--- config.mk ---
export PLATFORM = sky130hd
export DESIGN_NAME = triangle_midpoint_subdivider_top
export DESIGN_NICKNAME = d
export VERILOG_FILES = /design/src/design/tms_pkg.sv /design/src/design/tms_level.sv /design/src/design/tms_lane.sv /design/src/design/triangle_midpoint_subdivider_top.sv
export SDC_FILE = /design/constraint.sdc
export NUM_CORES = 2
export LEC_CHECK = 0
export BUFFER_PORTS_ARGS = -buffer_cell sky130_fd_sc_hd__buf_2
export CORE_UTILIZATION = 40
export CTS_CLUSTER_SIZE = 10
export DETAILED_ROUTE_END_ITERATION = 6
export PLACE_DENSITY = 0.59
export SETUP_SLACK_MARGIN = 0.05
export SLEW_MARGIN = 15
export SYNTH_ARGS = -nofsm -noshare
export SYNTH_HDL_FRONTEND = slang
export SYNTH_SLANG_ARGS = --single-unit
export TNS_END_PERCENT = 5
--- constraint.sdc ---
create_clock -name clk -period 19.6 [get_ports clk]
set_clock_uncertainty 0.15 [all_clocks]
set_input_delay 0.98 -clock clk [delete_from_list [all_inputs] [get_ports clk]]
set_output_delay 0.98 -clock clk [all_outputs]
set_load 0.01 [all_outputs]
--- src/design/tms_pkg.sv ---
// Shared types and constants of the triangle midpoint subdivider.
`timescale 1ns / 1ps
package tms_pkg;

	localparam int MAX_DEPTH_DEF   = 3;
	localparam int COORD_WIDTH_DEF = 16;
	localparam int DEPTH_W         = 2;
	localparam int NUM_AXES        = 3;

	typedef logic [DEPTH_W-1:0] depth_t;
	typedef logic [1:0]         digit_t;

	localparam depth_t DEPTH_RESET = 2'd3;

	// child codes: corner a, corner b, corner c
	localparam digit_t CHILD_A = 2'd0;
	localparam digit_t CHILD_B = 2'd1;
	localparam digit_t CHILD_C = 2'd2;

	typedef struct packed {
		logic   pass;
		digit_t digit;
	} sel_t;

	typedef struct packed {
		logic vld;
		logic last;
	} ctrl_t;

endpackage

--- src/design/tms_level.sv ---
// One subdivision level of one axis lane: midpoints and child pick, registered.
`timescale 1ns / 1ps
module tms_level #(
	parameter int COORD_WIDTH = 16
) (
	input  logic                          clk,
	input  logic                          adv,
	input  tms_pkg::sel_t                 sel,
	input  logic signed [COORD_WIDTH-1:0] par_a,
	input  logic signed [COORD_WIDTH-1:0] par_b,
	input  logic signed [COORD_WIDTH-1:0] par_c,
	output logic signed [COORD_WIDTH-1:0] child_a,
	output logic signed [COORD_WIDTH-1:0] child_b,
	output logic signed [COORD_WIDTH-1:0] child_c
);
	import tms_pkg::*;

	localparam int W = COORD_WIDTH;

	logic signed [W-1:0] ab, ac, bc;
	logic signed [W-1:0] child_a_q, child_b_q, child_c_q;

	// floor of half the exact sum
	function automatic logic signed [W-1:0] mid(input logic signed [W-1:0] p,
			input logic signed [W-1:0] q);
		logic signed [W:0] s;
		s = {p[W-1], p} + {q[W-1], q};
		return s[W:1];
	endfunction

	assign ab = mid(par_a, par_b);
	assign ac = mid(par_a, par_c);
	assign bc = mid(par_b, par_c);

	always_ff @(posedge clk) begin
		if (adv) begin
			if (sel.pass) begin
				child_a_q <= par_a;
				child_b_q <= par_b;
				child_c_q <= par_c;
			end else begin
				case (sel.digit)
					CHILD_A: begin
						child_a_q <= par_a;
						child_b_q <= ab;
						child_c_q <= ac;
					end
					CHILD_B: begin
						child_a_q <= par_b;
						child_b_q <= ab;
						child_c_q <= bc;
					end
					default: begin
						child_a_q <= par_c;
						child_b_q <= ac;
						child_c_q <= bc;
					end
				endcase
			end
		end
	end

	assign child_a = child_a_q;
	assign child_b = child_b_q;
	assign child_c = child_c_q;

endmodule

--- src/design/tms_lane.sv ---
// One coordinate axis lane: a chain of subdivision levels.
`timescale 1ns / 1ps
module tms_lane #(
	parameter int COORD_WIDTH = 16,
	parameter int STAGES      = 3
) (
	input  logic                          clk,
	input  logic                          adv,
	input  tms_pkg::sel_t                 sel [STAGES],
	input  logic signed [COORD_WIDTH-1:0] src_a,
	input  logic signed [COORD_WIDTH-1:0] src_b,
	input  logic signed [COORD_WIDTH-1:0] src_c,
	output logic signed [COORD_WIDTH-1:0] leaf_a,
	output logic signed [COORD_WIDTH-1:0] leaf_b,
	output logic signed [COORD_WIDTH-1:0] leaf_c
);
	import tms_pkg::*;

	logic signed [COORD_WIDTH-1:0] va [STAGES+1];
	logic signed [COORD_WIDTH-1:0] vb [STAGES+1];
	logic signed [COORD_WIDTH-1:0] vc [STAGES+1];

	assign va[0] = src_a;
	assign vb[0] = src_b;
	assign vc[0] = src_c;

	for (genvar l = 0; l < STAGES; l++) begin : g_lvl
		tms_level #(.COORD_WIDTH(COORD_WIDTH)) u_lvl (
			.clk    (clk),
			.adv    (adv),
			.sel    (sel[l]),
			.par_a  (va[l]),
			.par_b  (vb[l]),
			.par_c  (vc[l]),
			.child_a(va[l+1]),
			.child_b(vb[l+1]),
			.child_c(vc[l+1])
		);
	end

	assign leaf_a = va[STAGES];
	assign leaf_b = vb[STAGES];
	assign leaf_c = vc[STAGES];

endmodule

--- src/design/triangle_midpoint_subdivider_top.sv ---
// Top level of the triangle midpoint subdivider.
//
//   channel  | direction | handshake          | payload
//   ---------+-----------+--------------------+---------------------------------------
//   in       | request   | in_valid/in_stall  | vertex_{a,b,c}_{x,y,z}
//   out      | result    | out_valid/out_stall| leaf_{a,b,c}_{x,y,z}, last_leaf
//   cfg      | write     | cfg_we             | cfg_wdata = subdivision_depth
//
// Each request yields 3^d leaves, d = min(subdivision_depth, MAX_DEPTH): one leaf
// leaves the issue counter per cycle unless out_stall holds a result, and the next
// request is taken in the cycle its predecessor issues its last leaf.
// A leaf passes one register per level stage, then the merge register, to out_valid.
// Reset clears control and sets subdivision_depth to 3; coordinates are not reset.
// out_stall on a shown result freezes the whole level pipeline and the issue counter.
`timescale 1ns / 1ps
module triangle_midpoint_subdivider_top #(
	parameter int MAX_DEPTH   = tms_pkg::MAX_DEPTH_DEF,
	parameter int COORD_WIDTH = tms_pkg::COORD_WIDTH_DEF
) (
	input  logic                          clk,
	input  logic                          arst_n,
	input  logic                          cfg_we,
	input  tms_pkg::depth_t               cfg_wdata,
	input  logic                          in_valid,
	output logic                          in_stall,
	input  logic signed [COORD_WIDTH-1:0] vertex_a_x,
	input  logic signed [COORD_WIDTH-1:0] vertex_a_y,
	input  logic signed [COORD_WIDTH-1:0] vertex_a_z,
	input  logic signed [COORD_WIDTH-1:0] vertex_b_x,
	input  logic signed [COORD_WIDTH-1:0] vertex_b_y,
	input  logic signed [COORD_WIDTH-1:0] vertex_b_z,
	input  logic signed [COORD_WIDTH-1:0] vertex_c_x,
	input  logic signed [COORD_WIDTH-1:0] vertex_c_y,
	input  logic signed [COORD_WIDTH-1:0] vertex_c_z,
	output logic                          out_valid,
	input  logic                          out_stall,
	output logic signed [COORD_WIDTH-1:0] leaf_a_x,
	output logic signed [COORD_WIDTH-1:0] leaf_a_y,
	output logic signed [COORD_WIDTH-1:0] leaf_a_z,
	output logic signed [COORD_WIDTH-1:0] leaf_b_x,
	output logic signed [COORD_WIDTH-1:0] leaf_b_y,
	output logic signed [COORD_WIDTH-1:0] leaf_b_z,
	output logic signed [COORD_WIDTH-1:0] leaf_c_x,
	output logic signed [COORD_WIDTH-1:0] leaf_c_y,
	output logic signed [COORD_WIDTH-1:0] leaf_c_z,
	output logic                          last_leaf
);
	import tms_pkg::*;

	// at least one level stage, even when no subdivision is allowed
	localparam int NUM_STAGES = (MAX_DEPTH > 0) ? MAX_DEPTH : 1;
	localparam depth_t DEPTH_CAP = DEPTH_W'(MAX_DEPTH);

	// configuration and effective depth
	depth_t depth_q;
	depth_t d_eff;

	// source triangle, one entry per axis
	logic signed [COORD_WIDTH-1:0] src_a_q [NUM_AXES];
	logic signed [COORD_WIDTH-1:0] src_b_q [NUM_AXES];
	logic signed [COORD_WIDTH-1:0] src_c_q [NUM_AXES];

	// leaf issue counter: base-3 odometer, deepest level least significant
	logic   issuing_q;
	digit_t digits_q  [NUM_STAGES];
	digit_t digits_nx [NUM_STAGES];
	logic   issue_last;
	sel_t   issue_sel [NUM_STAGES];

	// control travelling alongside the level registers
	ctrl_t ctrl_q [NUM_STAGES];
	sel_t  sel_q  [NUM_STAGES][NUM_STAGES];
	sel_t  lane_sel [NUM_STAGES];

	// lane results and merge register
	logic signed [COORD_WIDTH-1:0] lf_a [NUM_AXES];
	logic signed [COORD_WIDTH-1:0] lf_b [NUM_AXES];
	logic signed [COORD_WIDTH-1:0] lf_c [NUM_AXES];
	logic signed [COORD_WIDTH-1:0] out_a_q [NUM_AXES];
	logic signed [COORD_WIDTH-1:0] out_b_q [NUM_AXES];
	logic signed [COORD_WIDTH-1:0] out_c_q [NUM_AXES];
	logic out_valid_q;
	logic last_q;

	logic adv;
	logic in_acc;

	// advance the whole pipe unless a finished leaf is held by the consumer
	assign adv      = !out_valid_q || !out_stall;
	assign in_stall = issuing_q && !(adv && issue_last);
	assign in_acc   = in_valid && !in_stall;

	assign d_eff = (depth_q > DEPTH_CAP) ? DEPTH_CAP : depth_q;

	always_ff @(posedge clk or negedge arst_n) begin
		if (!arst_n) begin
			depth_q <= DEPTH_RESET;
		end else if (cfg_we) begin
			depth_q <= cfg_wdata;
		end
	end

	// odometer step and last-leaf detect over the active levels only
	always_comb begin
		logic carry;
		carry      = 1'b1;
		issue_last = 1'b1;
		for (int l = NUM_STAGES - 1; l >= 0; l--) begin
			digits_nx[l]       = digits_q[l];
			issue_sel[l].pass  = !(DEPTH_W'(l) < d_eff);
			issue_sel[l].digit = digits_q[l];
			if (DEPTH_W'(l) < d_eff) begin
				if (digits_q[l] != CHILD_C) begin
					issue_last = 1'b0;
				end
				if (carry) begin
					if (digits_q[l] == CHILD_C) begin
						digits_nx[l] = CHILD_A;
					end else begin
						digits_nx[l] = digits_q[l] + 2'd1;
						carry        = 1'b0;
					end
				end
			end
		end
	end

	always_ff @(posedge clk or negedge arst_n) begin
		if (!arst_n) begin
			issuing_q <= 1'b0;
			for (int l = 0; l < NUM_STAGES; l++) begin
				digits_q[l] <= CHILD_A;
			end
		end else if (in_acc) begin
			// a new request restarts the walk at the first corner
			issuing_q <= 1'b1;
			for (int l = 0; l < NUM_STAGES; l++) begin
				digits_q[l] <= CHILD_A;
			end
		end else if (adv && issuing_q) begin
			if (issue_last) begin
				issuing_q <= 1'b0;
			end else begin
				digits_q <= digits_nx;
			end
		end
	end

	always_ff @(posedge clk) begin
		if (in_acc) begin
			src_a_q[0] <= vertex_a_x;
			src_a_q[1] <= vertex_a_y;
			src_a_q[2] <= vertex_a_z;
			src_b_q[0] <= vertex_b_x;
			src_b_q[1] <= vertex_b_y;
			src_b_q[2] <= vertex_b_z;
			src_c_q[0] <= vertex_c_x;
			src_c_q[1] <= vertex_c_y;
			src_c_q[2] <= vertex_c_z;
		end
	end

	// control pipe: valid/last with reset, child selects as payload
	always_ff @(posedge clk or negedge arst_n) begin
		if (!arst_n) begin
			for (int l = 0; l < NUM_STAGES; l++) begin
				ctrl_q[l] <= '0;
			end
		end else if (adv) begin
			ctrl_q[0] <= '{vld: issuing_q, last: issue_last};
			for (int l = 1; l < NUM_STAGES; l++) begin
				ctrl_q[l] <= ctrl_q[l-1];
			end
		end
	end

	always_ff @(posedge clk) begin
		if (adv) begin
			sel_q[0] <= issue_sel;
			for (int l = 1; l < NUM_STAGES; l++) begin
				sel_q[l] <= sel_q[l-1];
			end
		end
	end

	// each level stage takes the select of the leaf currently entering it
	always_comb begin
		lane_sel[0] = issue_sel[0];
		for (int l = 1; l < NUM_STAGES; l++) begin
			lane_sel[l] = sel_q[l-1][l];
		end
	end

	for (genvar ax = 0; ax < NUM_AXES; ax++) begin : g_axis
		tms_lane #(
			.COORD_WIDTH(COORD_WIDTH),
			.STAGES     (NUM_STAGES)
		) u_lane (
			.clk   (clk),
			.adv   (adv),
			.sel   (lane_sel),
			.src_a (src_a_q[ax]),
			.src_b (src_b_q[ax]),
			.src_c (src_c_q[ax]),
			.leaf_a(lf_a[ax]),
			.leaf_b(lf_b[ax]),
			.leaf_c(lf_c[ax])
		);
	end

	// merge: gather the three axis lanes into one leaf result
	always_ff @(posedge clk or negedge arst_n) begin
		if (!arst_n) begin
			out_valid_q <= 1'b0;
		end else if (adv) begin
			out_valid_q <= ctrl_q[NUM_STAGES-1].vld;
		end
	end

	always_ff @(posedge clk) begin
		if (adv && ctrl_q[NUM_STAGES-1].vld) begin
			out_a_q <= lf_a;
			out_b_q <= lf_b;
			out_c_q <= lf_c;
			last_q  <= ctrl_q[NUM_STAGES-1].last;
		end
	end

	assign out_valid = out_valid_q;
	assign leaf_a_x  = out_a_q[0];
	assign leaf_a_y  = out_a_q[1];
	assign leaf_a_z  = out_a_q[2];
	assign leaf_b_x  = out_b_q[0];
	assign leaf_b_y  = out_b_q[1];
	assign leaf_b_z  = out_b_q[2];
	assign leaf_c_x  = out_c_q[0];
	assign leaf_c_y  = out_c_q[1];
	assign leaf_c_z  = out_c_q[2];
	assign last_leaf = last_q;

endmodule

# After elaboration in Yosys (flattened, before gate mapping)
# Memories as Yosys holds them, arrays and structs flattened.
# Cells that the tools add are included.
word_totals:
  ff_bits: 593
  ram_bits: 171
  in_bits: 151
  out_inout_bits: 147
  wordCells: 211
  memories: 4
op_classes:
  addsub: 30
  magnitude_cmp: 4
  n_eq_ne: 10
  muxes: 84
  n_reduce_logical: 30
mem_list:
  columns: ["name", "depth", "word_bits", "rd", "rd_ports_with_merged_regs", "write_ports", "line_no", "source"]
  rows:
  - ["src_a_q", 3, 16, 3, 0, 3, "triangle_midpoint_subdivider_top.sv:59", "logic signed [COORD_WIDTH-1:0] src_a_q [NUM_AXES];"]
  - ["src_b_q", 3, 16, 3, 0, 3, "triangle_midpoint_subdivider_top.sv:60", "logic signed [COORD_WIDTH-1:0] src_b_q [NUM_AXES];"]
  - ["src_c_q", 3, 16, 3, 0, 3, "triangle_midpoint_subdivider_top.sv:61", "logic signed [COORD_WIDTH-1:0] src_c_q [NUM_AXES];"]
  - ["sel_q", 3, 9, 2, 0, 3, "triangle_midpoint_subdivider_top.sv:72", "sel_t sel_q [NUM_STAGES][NUM_STAGES];"]
op_table:
  columns: ["operator", "count"]
  rows:
  - ["$mux 16", 45]
  - ["$add 16x16->17", 27]
  - ["$pmux 16 s2", 9]
  - ["$mux 1", 18]
  - ["$mux 2", 9]
  - ["$mux 6", 3]
  - ["$reduce_bool 2->1", 7]
  - ["$reduce_and 4->1", 2]
  - ["$logic_not 1->1", 7]
  - ["$add 2x1->2 const B", 3]
  - ["$eq 2x1->1 const B", 3]
  - ["$eq 2x2->1 const B", 3]
  - ["$logic_not 2->1", 3]
  - ["$ne 2x2->1 const B", 3]
  - ["$reduce_or 2->1", 3]
  - ["$logic_and 1x1->1", 5]
  - ["$lt 1x2->1 const A", 2]
  - ["$reduce_and 3->1", 1]
  - ["$gt 2x2->1 const B", 1]
  - ["$lt 2x2->1 const A", 1]
  - ["$ne 2x1->1 const B", 1]
  - ["$reduce_and 2->1", 1]
  - ["$logic_or 1x1->1", 1]

# Logic depth before layout (Yosys ltp)
logic_depth:
  ltp_word: 15
  ltp_mapped: 11
  mapped_depth_nobuf: 11

# Modules after synthesis
# From an unflattened synthesis, not the netlist that was laid out.
hier_totals:
  hier_cells: 4990
  hier_area_um2: 51089.0
modules_own_cells:
  columns: ["module", "instances", "cells_per_inst", "area_each_um2", "seq_area_each_um2"]
  rows:
  - ["tms_level at g_axis[1].u_lane.g_lvl[2].u_lvl ...", 4, 508, 4500.6, 1441.4]
  - ["triangle_midpoint_subdivider_top", 1, 367, 9735.6, 9351.5]
  - ["tms_level at g_axis[0].u_lane.g_lvl[2].u_lvl ...", 2, 509, 4613.2, 1441.4]
  - ["tms_level at g_axis[0].u_lane.g_lvl[1].u_lvl", 1, 547, 4842.1, 1441.4]
  - ["tms_level at g_axis[0].u_lane.g_lvl[0].u_lvl", 1, 512, 4647.0, 1441.4]
  - ["tms_level at g_axis[1].u_lane.g_lvl[1].u_lvl", 1, 514, 4635.7, 1441.4]

# Least setup slack after synthesis
# No wires, ideal clock.
synth_timing:
  path_type: "in2reg"
  from: "input port out_stall"
  to: "register last_q (netlist: last_leaf), enable pin"
  setup_ps: 522
  t_arrival_ps: 17434
  t_required_ps: 18928
  path_slack_ps: 1495
  cell_stages: 3
  n_path_buf: 1
  path_cell_list: "nand2_1 > clkbuf_1 > and2_1"
synth_between:
  elab_chain_len: 3
synth_rtl:
  columns: ["element", "line_no", "source"]
  rows:
  - ["from (decl)", "triangle_midpoint_subdivider_top.sv:36", "input logic out_stall,"]
  - ["$logic_not 1->1", "triangle_midpoint_subdivider_top.sv:89", "assign adv = !out_valid_q || !out_stall;"]
  - ["$logic_or 1x1->1", "triangle_midpoint_subdivider_top.sv:89", null]
  - ["net adv", "triangle_midpoint_subdivider_top.sv:85", "logic adv;"]
  - ["$logic_and 1x1->1", "triangle_midpoint_subdivider_top.sv:221", "if (adv && ctrl_q[NUM_STAGES-1].vld) begin"]
  - ["to (signal assigned)", "triangle_midpoint_subdivider_top.sv:225", "last_q <= ctrl_q[NUM_STAGES-1].last;"]
  - ["to (decl)", "triangle_midpoint_subdivider_top.sv:83", "logic last_q;"]
# The timed path passes the listed nets, and every way through them passes these cells.
# A chain may end at the register's enable or synchronous reset.

==> results <==
- The slowest stage of the critical path is the buf_4 cell.
- Each instance of the synthesized netlist takes up on average 10.3 um^2.
- The required time reported for the critical path endpoint is 19770 ps.
- After routing, the total negative slack on setup checks comes to 0 ps.
- For this run, the top clock speed supported by timing is 252 MHz.
- The maximum single-stage delay on the critical path is 740 ps.
- The peak supply drop is 88.3 uV.
- The total routed wirelength is 131000 um.
- The number of gates resized after CTS was 0.
- The start point of the critical path is digits_q[0]$_DFFE_PN0P_.
- The area enclosed by the die boundary is 123000 um^2.
- The global placer's final weighted congestion is 0.890.
- The region available for standard cell placement spans 120000 um^2.
- Clock-pin slew was measured on the worst setup and hold paths at 60 ps.
- The netlist area before placement is 48800 um^2.
- The number of max-slew violations in the final report is 0.
- The post-route netlist has 10.5% of its cells at a drive strength greater than 1.
- The filler cells instantiated in the layout total 11400.
- The chip height is 351 um.
- The clock tree root driver cell is clkbuf_16.
- In this run the remaining antenna-violating nets after routing total 0.
- The buffers inserted during post-CTS setup optimization is 0.
- The number of warnings printed during yosys synthesis is 0.
- In this run, synthesis produced a sequential element count of 746.
- The critical path goes through inv_1 -> a21boi_0 -> o21ai_0 -> a31oi_1 -> o21ai_0 -> and2_4 -> buf_4 -> buf_4.
- The leakage power is 21.0 nW.
- The number of cells produced by synthesis is 4742.
- The number of design rule violations left after detail routing is 0.
- The violation count after the first detailed-routing iteration is 3211.
- The measured slew at the worst slew-check pin is 999 ps.
- Counting every net in the synthesized netlist gives 5325.
- The pre-antenna-repair detailed-routing pass consisted of 6 iterations.
- For the worst setup path, the data arrival time is 4140 ps.
- The kind of capture point of the worst setup path is a flop.
- For this block, the via count after detailed routing is 37400.
- The area occupied by registers is 22300 um^2.
- The launching point of the worst reg2reg path is digits_q[0]$_DFFE_PN0P_.
- The run finished with clean final reports.
- The deepest clock path buffer count is 3.
- The highest fanout seen on the critical path is 63.
- At the later pin of the worst-skew pair, clock insertion delay measures 700 ps.
- The via count of the first global-routing pass was 34600.
- The number of placement rows is 127.
- During I/O placement, the number of pins put on the boundary was 298.
- The most used flip-flop cell after synthesis is edfxtp_1.
- Summed over all layers, the global routing overflow is 0.
- The critical path start-end classification is flop to flop.
- The number of clock sinks is 746.
- Power spread over the standard cell area amounts to 188 nW/um^2.
- The die width is 351 um.
- The number of enable-type register cells in the synthesized netlist is 730.
- The effective utilization at floorplan is 40.5%.
- For this run, the number of standard cells in the final layout without fillers is 6623.
- Subtracting the final worst setup slack from the clock period gives 3970 ps.
- The hold buffer count at cts is 0.
- TritonCTS built the clock tree.
- In this run the tightest slew margin relative to its limit is 33.4%.
- Prior to clock tree synthesis, the placed netlist has a worst setup slack of 15120 ps.
- The max capacitance violation total is 0.
- After synthesis, the netlist uses 80 different library cells.
- The growth of design area from synthesis to finish is 11.7%.
- The path class of the tightest hold or removal check is input port to async pin.
- The number of buffers created by CTS is 89.
- The detailed-placement wirelength estimate is 99600 um.
- Setup violations remaining at the end of the flow were counted as 0.
- Entering global routing, the biggest net connects 175 pins.
- The H-tree was split into 3 levels.
- The number of vias per cell after detailed routing is 5.65.
- The total placed cells including tap cells is 6494.
- Once routing completed, OpenROAD measured the worst setup slack at 15630 ps.
- The count of endpoints failing hold in the final timing report came to 0.
- The initial antenna violation count was 1.
- The average routed wire per standard cell is 19.8 um.
- In the final design database the tool counted 5556 nets.
- Setup repair after global routing left no endpoint under its margin.
- The count of input and output buffers is 297.
- Dividing the final minimum period by the clock period gives 20.2%.
- The first-pass GRT wire length is 201000 um.
- The nature of the critical path startpoint is a flop.
- The combined area of the multi-input logic cells is 25200 um^2.
- Of the synthesized area, sequential elements account for 45.8%.
- The combined global-route utilization of all metal layers is 20.9%.
- Counting flops with an async set or reset pin after synthesis yields a share of 2.14%.
## worst paths after layout
kind                                                  to  slack [ps]  depth (start not counted)
worst max-delay path            src_b_q[0][37]$_DFFE_PP_       15630                          8
worst min-delay path               ctrl_q[0]$_DFFE_PN0N_          80                          1
worst max register to register  src_b_q[0][37]$_DFFE_PP_       15630                          8
worst min register to register     leaf_a_x[2]$_DFFE_PP_         250                          0
max in group asynchronous        digits_q[5]$_DFFE_PN0P_       18880                          1
min in group clk                   leaf_a_x[2]$_DFFE_PP_         250                          0
## placed cells by master, fill, tap and decap left out, types with 90 or more instances in the layout
cell       netlist  layout
edfxtp_1       730     730
a21oi_1        496     496
nor2_1         421     412
ha_1           405     405
o21ai_0        352     352
buf_2            0     297
nand2_1        296     295
a22oi_1        197     197
xnor2_1        162     162
xor2_1         152     152
inv_1          142     140
a21o_1          95      95
clkbuf_16        0      90
## final cells by class
class / instances / share of cell area [%]
Multi-Input combinational cell: 3656 / 46.3
Sequential cell: 746 / 41.0
Clock buffer: 109 / 4.28
Tap cell: 1612 / 3.70
Timing Repair Buffer: 336 / 3.29
Inverter: 144 / 0.992
Clock inverter: 19 / 0.416
Antenna cell: 1 / 0.00459
## per-stage QoR
step	utilization, %	instance area [um^2]	power (W)	hold WS [ps]
floorplan	-	48800	0.00728	250
global route	45.2	54500	0.0111	89.6
finish	45.2	54500	0.0102	77.8
detailed placement	43.1	51900	0.00871	255
global placement	43.1	51900	0.00863	253
CTS	45.2	54500	0.0102	38.8
## worst max-delay path: cells and delay by family (launching register included)
family,cells,cell delay (ps)
AOI/OAI and AO/OA,4,970
buffers and inverters,3,1520
DFF,1,400
and+or+nand+nor,1,450
## report_power, final
part,total [W],internal (W),switching [W]
Clock,0.00147,0.000849,0.000620
Sequential,0.00323,0.00265,0.000581
Combinational,0.00555,0.00228,0.00327
Total,0.0102,0.00578,0.00447
## routing by layer
layer  wire [um]  track usage, %  share of wire [%]  up-vias
met1       69000            34.5                 53    17400
li1            -               -                  -    18600
met4        2700            5.79                2.1        0
met2       49700            27.3                 38     1296
met3        9720            3.13                7.4      141
met5           0               0                  0        -
## kinds of logic after synthesis
kind of cell	Yosys count	share of synthesized area, %
AO/OA/AOI/OAI	1718	22.6
XOR/XNOR	314	5.64
adder cells (fa/ha/maj)	432	11.5
buffers and inverters	340	2.62
flip-flops	746	45.8
multiplexers	59	1.29
AND/OR/NAND/NOR	1133	10.6
## registers in the layout (all words and copies together), names as in the netlist, 48 cells and up
signal and flops:
g_axis.u_lane.g_lvl.u_lvl.child_a 144, g_axis.u_lane.g_lvl.u_lvl.child_c 144, g_axis.u_lane.g_lvl.u_lvl.child_b 144, src_a_q 48
src_c_q 48, src_b_q 48
## synthesized netlist by cell type (all sizes together) (58+ instances only)
| cell | n | area (um^2) |
|---|---|---|
| ha | 405 | 5070 |
| nor3 | 82 | 415 |
| nand3 | 71 | 355 |
| a22oi | 197 | 1480 |
| xor2 | 152 | 1330 |
| inv | 142 | 533 |
| nand2 | 296 | 1110 |
| a211oi | 82 | 621 |
| o21a | 72 | 541 |
| nor2 | 421 | 1580 |
| o21ai | 354 | 1780 |
| o22ai | 58 | 363 |
| a21oi | 496 | 2480 |
| a21o | 95 | 713 |
| xnor2 | 162 | 1420 |
| clkbuf | 171 | 642 |
| edfxtp | 730 | 21900 |
No activity file was read; power rests on OpenSTA's default activity.
